<file path="config.mk">
export PLATFORM = sky130hd
export DESIGN_NAME = length_prefixed_frame_receiver_top
export DESIGN_NICKNAME = d
export VERILOG_FILES = /design/src/hw/rtl/lpfr_pkg.sv /design/src/hw/rtl/lpfr_in_stage.sv /design/src/hw/rtl/lpfr_parser.sv /design/src/hw/rtl/lpfr_out_stage.sv /design/src/hw/rtl/length_prefixed_frame_receiver_top.sv
export VERILOG_INCLUDE_DIRS = /design/src /design/src/hw/rtl
export SDC_FILE = /design/constraint.sdc
export NUM_CORES = 1
export LEC_CHECK = 0
export BUFFER_PORTS_ARGS = -buffer_cell sky130_fd_sc_hd__buf_2
export CAP_MARGIN = 20
export CORE_AREA = 3 3 86 88
export DETAILED_ROUTE_END_ITERATION = 10
export DIE_AREA = 0 0 89 91
export GPL_TIMING_DRIVEN = 0
export PLACE_DENSITY = 0.8
export SLEW_MARGIN = 20
export SYNTH_ARGS = -nofsm -noshare
export SYNTH_HDL_FRONTEND = slang
export SYNTH_SLANG_ARGS = --single-unit
</file>
<file path="constraint.sdc">
create_clock -name clk -period 6.2 [get_ports clk]
set_input_delay 0.93 -clock clk [delete_from_list [all_inputs] [get_ports clk]]
set_output_delay 0.93 -clock clk [all_outputs]
set_load 0.02 [all_outputs]
</file>
<file path="src/hw/rtl/assert_macros.svh">
// Assertion helpers for the RTL files; the parser includes them.
// Each macro takes a label, the clock, the active-low reset and the expressions.
`ifndef ASSERT_MACROS_SVH
`define ASSERT_MACROS_SVH

`ifndef ASSERT_OFF

`define ASSERT_IMPLY(label, clk_sig, rst_n_sig, ante, cons) \
    label: assert property (@(posedge clk_sig) disable iff (!rst_n_sig) (ante) |-> (cons)) \
        else $error("assertion failed: same-cycle implication");

`define ASSERT_NEXT(label, clk_sig, rst_n_sig, ante, cons) \
    label: assert property (@(posedge clk_sig) disable iff (!rst_n_sig) (ante) |=> (cons)) \
        else $error("assertion failed: next-cycle implication");

`else

`define ASSERT_IMPLY(label, clk_sig, rst_n_sig, ante, cons)

`define ASSERT_NEXT(label, clk_sig, rst_n_sig, ante, cons)

`endif

`endif

</file>
<file path="src/hw/rtl/lpfr_pkg.sv">
package lpfr_pkg;

    // Default width of the completed-message counter.
    localparam int MSG_COUNT_BITS_DEFAULT = 16;

    // Width of the count as it appears on the result request.
    localparam int DONE_BITS = 16;

    // One result request as produced by the parser.
    typedef struct packed {
        logic [7:0]           data_byte;
        logic [7:0]           byte_index;
        logic                 last;
        logic                 checksum_ok;
        logic [DONE_BITS-1:0] messages_done;
    } lpfr_result_t;

endpackage

</file>
<file path="src/hw/rtl/lpfr_in_stage.sv">
module lpfr_in_stage (
    input  logic       clk,
    input  logic       rst_n,
    input  logic       in_valid,
    output logic       in_ready,
    input  logic [7:0] rx_byte,
    output logic       item_valid,
    output logic [7:0] item_byte,
    input  logic       consume
);
    import lpfr_pkg::*;

    logic       valid_reg;
    logic [7:0] byte_reg;

    // The register can load whenever it is empty or its content leaves this cycle.
    assign in_ready   = !valid_reg || consume;
    assign item_valid = valid_reg;
    assign item_byte  = byte_reg;

    always_ff @(posedge clk or negedge rst_n)
    begin
        if (!rst_n)
        begin
            valid_reg <= 1'b0;
        end
        else if (in_ready)
        begin
            valid_reg <= in_valid;
        end
    end

    always_ff @(posedge clk)
    begin
        if (in_ready && in_valid)
        begin
            byte_reg <= rx_byte;
        end
    end

endmodule

</file>
<file path="src/hw/rtl/lpfr_parser.sv">
`include "assert_macros.svh"

module lpfr_parser #(
    parameter int MSG_COUNT_BITS = lpfr_pkg::MSG_COUNT_BITS_DEFAULT
) (
    input  logic                 clk,
    input  logic                 rst_n,
    input  logic                 item_valid,
    input  logic [7:0]           item_byte,
    input  logic                 take,
    output logic                 consume,
    output logic                 res_valid,
    output lpfr_pkg::lpfr_result_t res
);
    import lpfr_pkg::*;

    localparam int ExtBits = (MSG_COUNT_BITS > DONE_BITS) ? MSG_COUNT_BITS : DONE_BITS;

    logic                      in_message_reg;
    logic                      in_message_next;
    logic [7:0]                expected_length_reg;
    logic [7:0]                expected_length_next;
    logic [7:0]                bytes_seen_reg;
    logic [7:0]                bytes_seen_next;
    logic [7:0]                running_sum_reg;
    logic [7:0]                running_sum_next;
    logic [MSG_COUNT_BITS-1:0] count_reg;
    logic [MSG_COUNT_BITS-1:0] count_next;

    logic                      filler;
    logic [7:0]                cur_len;
    logic [7:0]                cur_seen;
    logic [7:0]                cur_sum;
    logic [7:0]                seen_inc;
    logic                      is_last;
    logic [ExtBits-1:0]        count_ext;

    // A new message starts from a clean slate, so the idle case selects zero for the seen count and the sum.
    assign filler   = !in_message_reg && (item_byte == 8'd0);
    assign cur_len  = in_message_reg ? expected_length_reg : item_byte;
    assign cur_seen = in_message_reg ? bytes_seen_reg : 8'd0;
    assign cur_sum  = in_message_reg ? running_sum_reg : 8'd0;
    assign seen_inc = cur_seen + 8'd1;
    assign is_last  = (seen_inc == cur_len);

    assign consume   = item_valid && (filler || take);
    assign res_valid = item_valid && !filler && take;

    always_comb
    begin
        in_message_next      = !is_last;
        expected_length_next = cur_len;
        bytes_seen_next      = is_last ? 8'd0 : seen_inc;
        running_sum_next     = is_last ? 8'd0 : (cur_sum + item_byte);
        count_next           = count_reg + MSG_COUNT_BITS'(is_last);
    end

    assign count_ext = ExtBits'(count_next);

    always_comb
    begin
        res.data_byte     = item_byte;
        res.byte_index    = cur_seen;
        res.last          = is_last;
        res.checksum_ok   = is_last && (cur_sum == item_byte);
        res.messages_done = count_ext[DONE_BITS-1:0];
    end

    always_ff @(posedge clk or negedge rst_n)
    begin
        if (!rst_n)
        begin
            in_message_reg      <= 1'b0;
            expected_length_reg <= 8'd0;
            bytes_seen_reg      <= 8'd0;
            running_sum_reg     <= 8'd0;
            count_reg           <= '0;
        end
        else if (res_valid)
        begin
            in_message_reg      <= in_message_next;
            expected_length_reg <= expected_length_next;
            bytes_seen_reg      <= bytes_seen_next;
            running_sum_reg     <= running_sum_next;
            count_reg           <= count_next;
        end
    end

    `ASSERT_IMPLY(a_idle_clean, clk, rst_n, !in_message_reg, (bytes_seen_reg == 8'd0) && (running_sum_reg == 8'd0))
    `ASSERT_IMPLY(a_msg_bounds, clk, rst_n, in_message_reg, (expected_length_reg != 8'd0) && (bytes_seen_reg < expected_length_reg))
    `ASSERT_IMPLY(a_ok_on_last, clk, rst_n, res_valid && res.checksum_ok, res.last)
    `ASSERT_NEXT(a_count_step, clk, rst_n, res_valid && res.last, count_reg == MSG_COUNT_BITS'($past(count_reg) + 1'b1))

endmodule

</file>
<file path="src/hw/rtl/lpfr_out_stage.sv">
module lpfr_out_stage (
    input  logic                   clk,
    input  logic                   rst_n,
    input  logic                   res_valid,
    input  lpfr_pkg::lpfr_result_t res,
    output logic                   take,
    output logic                   out_valid,
    input  logic                   out_ready,
    output logic [7:0]             data_byte,
    output logic [7:0]             byte_index,
    output logic                   last,
    output logic                   checksum_ok,
    output logic [lpfr_pkg::DONE_BITS-1:0] messages_done
);
    import lpfr_pkg::*;

    logic         valid_reg;
    lpfr_result_t res_reg;

    // A new result may load when the register is empty or is being drained.
    assign take = !valid_reg || out_ready;

    always_ff @(posedge clk or negedge rst_n)
    begin
        if (!rst_n)
        begin
            valid_reg <= 1'b0;
        end
        else if (take)
        begin
            valid_reg <= res_valid;
        end
    end

    always_ff @(posedge clk)
    begin
        if (take && res_valid)
        begin
            res_reg <= res;
        end
    end

    assign out_valid     = valid_reg;
    assign data_byte     = res_reg.data_byte;
    assign byte_index    = res_reg.byte_index;
    assign last          = res_reg.last;
    assign checksum_ok   = res_reg.checksum_ok;
    assign messages_done = res_reg.messages_done;

endmodule

</file>
<file path="src/hw/rtl/length_prefixed_frame_receiver_top.sv">
// Length-prefixed frame receiver. Each input request carries one byte from a
// serial link. While no message is open, a zero byte is filler and produces no
// result; a nonzero byte opens a message and gives its total length, which
// counts the length byte itself and a closing checksum byte. Every byte of a
// message, the length byte included, comes out as one result request with its
// index in the message. The final byte is flagged with last, and checksum_ok
// tells whether it equals the 8-bit wrapping sum of all earlier bytes, so a
// message of length one always fails the check. A failed message still counts
// as complete, and messages_done carries the low 16 bits of a wrapping counter
// of completed messages, this one included. The block sustains one byte per
// clock cycle while out_ready stays high: a byte waits in the input
// register, where the parser decides on it combinationally, and then sits in
// the output register until it is taken. Filler bytes are dropped in the
// parser without waiting for the output side. in_ready follows out_ready
// combinationally when both registers are full and the held byte is not
// filler.
module length_prefixed_frame_receiver_top #(
    parameter int MSG_COUNT_BITS = lpfr_pkg::MSG_COUNT_BITS_DEFAULT
) (
    input  logic                           clk,
    input  logic                           rst_n,
    input  logic                           in_valid,
    output logic                           in_ready,
    input  logic [7:0]                     rx_byte,
    output logic                           out_valid,
    input  logic                           out_ready,
    output logic [7:0]                     data_byte,
    output logic [7:0]                     byte_index,
    output logic                           last,
    output logic                           checksum_ok,
    output logic [lpfr_pkg::DONE_BITS-1:0] messages_done
);
    import lpfr_pkg::*;

    // Input register to parser.
    logic         item_valid;
    logic [7:0]   item_byte;
    logic         consume;

    // Parser to output register.
    logic         res_valid;
    lpfr_result_t res;
    logic         take;

    lpfr_in_stage u_in_stage (
        .clk        (clk),
        .rst_n      (rst_n),
        .in_valid   (in_valid),
        .in_ready   (in_ready),
        .rx_byte    (rx_byte),
        .item_valid (item_valid),
        .item_byte  (item_byte),
        .consume    (consume)
    );

    // The parser holds the message state and updates it only when a
    // result actually moves into the output register.
    lpfr_parser #(
        .MSG_COUNT_BITS (MSG_COUNT_BITS)
    ) u_parser (
        .clk        (clk),
        .rst_n      (rst_n),
        .item_valid (item_valid),
        .item_byte  (item_byte),
        .take       (take),
        .consume    (consume),
        .res_valid  (res_valid),
        .res        (res)
    );

    lpfr_out_stage u_out_stage (
        .clk           (clk),
        .rst_n         (rst_n),
        .res_valid     (res_valid),
        .res           (res),
        .take          (take),
        .out_valid     (out_valid),
        .out_ready     (out_ready),
        .data_byte     (data_byte),
        .byte_index    (byte_index),
        .last          (last),
        .checksum_ok   (checksum_ok),
        .messages_done (messages_done)
    );

endmodule
</file>
==> results.toml <==
[synth]
synth-seq-cells = 85
async_flop_share_pct = 50.6
synthTopCellsByArea = "edfxtp_1 (32%), dfrtp_1 (27%), xnor2_1 (5.7%), xor2_1 (5.1%), nand2_1 (4.8%)"
synth_edf_count = 42
synth_ff_type = "dfrtp_1"
syn-cell-area_um2 = 3980
ys_types = 48
ys_seq_area_share_pct = 58.7
synth_area_leader_cell = "edfxtp_1"
yosys_warnings = 0
syn_area_per_cell_um2 = 11.8
synth_fp_nets = 359
syn_inst = 336
synth_top_area_share_pct = 31.7

[cts]
cts_root_buf = "clkbuf_8"
cts_sinks = 85
clock_path_buffers = 2
post_cts_buffers = 0
clkLatencyLatePin_ps = 350
cts_htree_levels = 3
clk_pin_slew_ps = 80
cts-resized-gates = 0
cts_tree = "built"
cts_made_buffers = 9
ctsHoldBuffers = 0

[die]
rows = 30
design.core.area_um2 = 6720
die_area_um2 = 8100
die_y_um = 91
die_w_um = 89
io-pin-count = 48
initial_core_util_pct = 59.3

[finish]
area_growth_pct = 13.8
diodes = 0
regArea_um2 = 2340
drive_gt1_share_pct = 21.5
multi_input_area_um2 = 1560
fillers = 496
finalNetCount = 418

[global_routing]
gr-total-overflow = 0
grt_pass1_wl_mm = 12.3
track_usage_pct = 20.1
grt_start_max_net_pins = 44
antenna_found_initial = 0
grt_pass1_vias = 2550

[worst_setup_path]
path_common_cell = "nand3_1"
startpoint_type = "flip-flop"
startpoint = "u_parser.in_message_reg"
arrival_ps = 5180
critPathMaxStageDelay_ps = 590
required_ps = 6470
cp-endpoint = "u_parser.count_reg[10]"
timing.rr.end = "u_parser.count_reg[10]"
r2r_cells = 18
r2r-start = "u_parser.in_message_reg"
slowest_stage = "nor4_4"
critical_path_class = "flip-flop to flip-flop"
cp_cell_sequence = "buf_2 > buf_1 > and2_1 > ha_1 > clkbuf_1 > nand3_1 > or2_2 > xnor2_1 > nor4_4 > buf_6 > and2_1 > ha_1 > nand3_1 > nor2_1 > and3_1 > nand3_1 > nor2_1 > xor2_1"
rrSetupSlack_ps = 1290
cp_max_fo = 11
crit_path_end_kind = "flip-flop"

[power_and_ir_drop]
p_per_area_nw_per_um2 = 362
ir_drop_v = 0.000181
leakagePower_uw = 0.00197

[place]
hpwlAfterDp_mm = 5.13
pre_cts_slack_ps = 1300
place_congestion = 0.870
io_buffers = 47

[sta]
slew_violations = 0
final.setup.tns_ps = 0
worst_slew_pin_slew_ps = 673
fin_crit_sh_pct = 79.2
timing.fmax_ghz = 0.204
rsz0062_at_grt = "false"
fin_skew_ps = 11.2
period_needed_ps = 4910
slew_headroom_pct = 54.8
setup_viol = 0
setup_slack_ps = 1290
hold_viol_final = 0

[worst_hold_path]
hp-start = "u_in_stage.item_valid"
min_path_type = "flip-flop to flip-flop"

[routing]
dr.pass1.iters = 4
vias = 2652
wl_per_cell_um = 15.6
ant_nets = 0
drt_iter0_markers = 140
wl_mm = 7.51
drt_drc_violations_left = 0
via_per_inst = 5.53

[run]
drv_cap = 0

[outcome]
outcome = "finished clean"
-- how the worst min path moves through the flow --
stage	slack [ps]	cells after the start	end
6_report	460	2	u_out_stage.out_valid
5_1_grt	480	2	u_out_stage.out_valid
4_1_cts	460	2	u_out_stage.out_valid
3_5_place_dp	440	2	u_out_stage.out_valid
3_3_place_gp	440	2	u_out_stage.out_valid
2_1_floorplan	430	2	u_out_stage.out_valid
-- critical path, delay by kind of cell, from the launching register on --
| kind | cells | cell delay [ps] |
|---|---|---|
| buffers and inverters | 4 | 1170 |
| flip-flops | 1 | 400 |
| adder cells (fa/ha/maj) | 2 | 370 |
| XOR/XNOR | 2 | 350 |
| AND/OR/NAND/NOR | 10 | 2560 |
-- synthesized netlist by cell type, types with 2 or more instances --
master     n
a21oi_1   10
and2_1    19
and3_1     4
buf_2      4
buf_6      2
clkbuf_1   4
dfrtp_1   43
edfxtp_1  42
ha_1      10
inv_1      4
mux2_2     8
nand2_1   51
nand2b_1   3
nand3_1    9
nand4_1    2
nor2_1    19
nor3_1     8
nor4_1     2
o21ai_0    9
o21ai_1    3
o31ai_1    6
xnor2_1   26
xor2_1    23
-- where the power goes --
part           internal, uW  switching, uW
clock                   186            195
sequential              703           73.4
combinational           211            274
-- stage by stage --
stage | util [%] | cells | area [um2] | hold slack [ps] | total power (uW)
CTS | 67.4 | 480 | 4530 | 464 | 1650
finish | 67.4 | 480 | 4530 | 463 | 1640
floorplan | - | 336 | 3980 | 430 | 1150
global placement | 64.2 | 463 | 4320 | 437 | 1250
global route | 67.4 | 480 | 4530 | 485 | 1740
detailed placement | 64.6 | 464 | 4340 | 444 | 1270
-- placed cells by master (no fill, tap or decap), types with 10 or more instances in the layout --
cell,Yosys,routed
ha_1,10,10
nand2_1,51,51
xor2_1,23,23
dfrtp_1,43,43
nor2_1,19,19
a21oi_1,10,10
buf_2,4,50
edfxtp_1,42,42
xnor2_1,26,26
and2_1,19,19
-- layout make-up --
type / count / area share, %
buffer: 12 / 1.55
clock buffer: 10 / 2.82
clock inverter: 6 / 1.35
inverter: 4 / 0.331
multi-input combinational: 235 / 34.4
sequential: 85 / 51.6
tap: 80 / 2.21
timing repair buffer: 48 / 5.69
-- cell families (layout without fill, tap and decap cells) --
| group | count (synthesis) | in the layout | share of synthesized area [%] |
|---|---|---|---|
| AOI/OAI and AO/OA | 39 | 39 | 6.16 |
| xor gates and xnor gates | 50 | 50 | 11.2 |
| adders and majority gates | 11 | 11 | 3.65 |
| buffers and inverters | 16 | 80 | 2.11 |
| DFF | 85 | 85 | 58.7 |
| muxes | 9 | 9 | 2.51 |
| and+or+nand+nor | 126 | 126 | 15.7 |
-- metal layers --
metal	global-route usage [%]	part of all wire, %	up-vias
met5	0	0	-
met4	11.8	2.4	0
met3	3.18	4.7	17
met2	32.2	51	68
met1	25.3	42	1283
li1	-	-	1284
(Power assumes the default switching activity.)
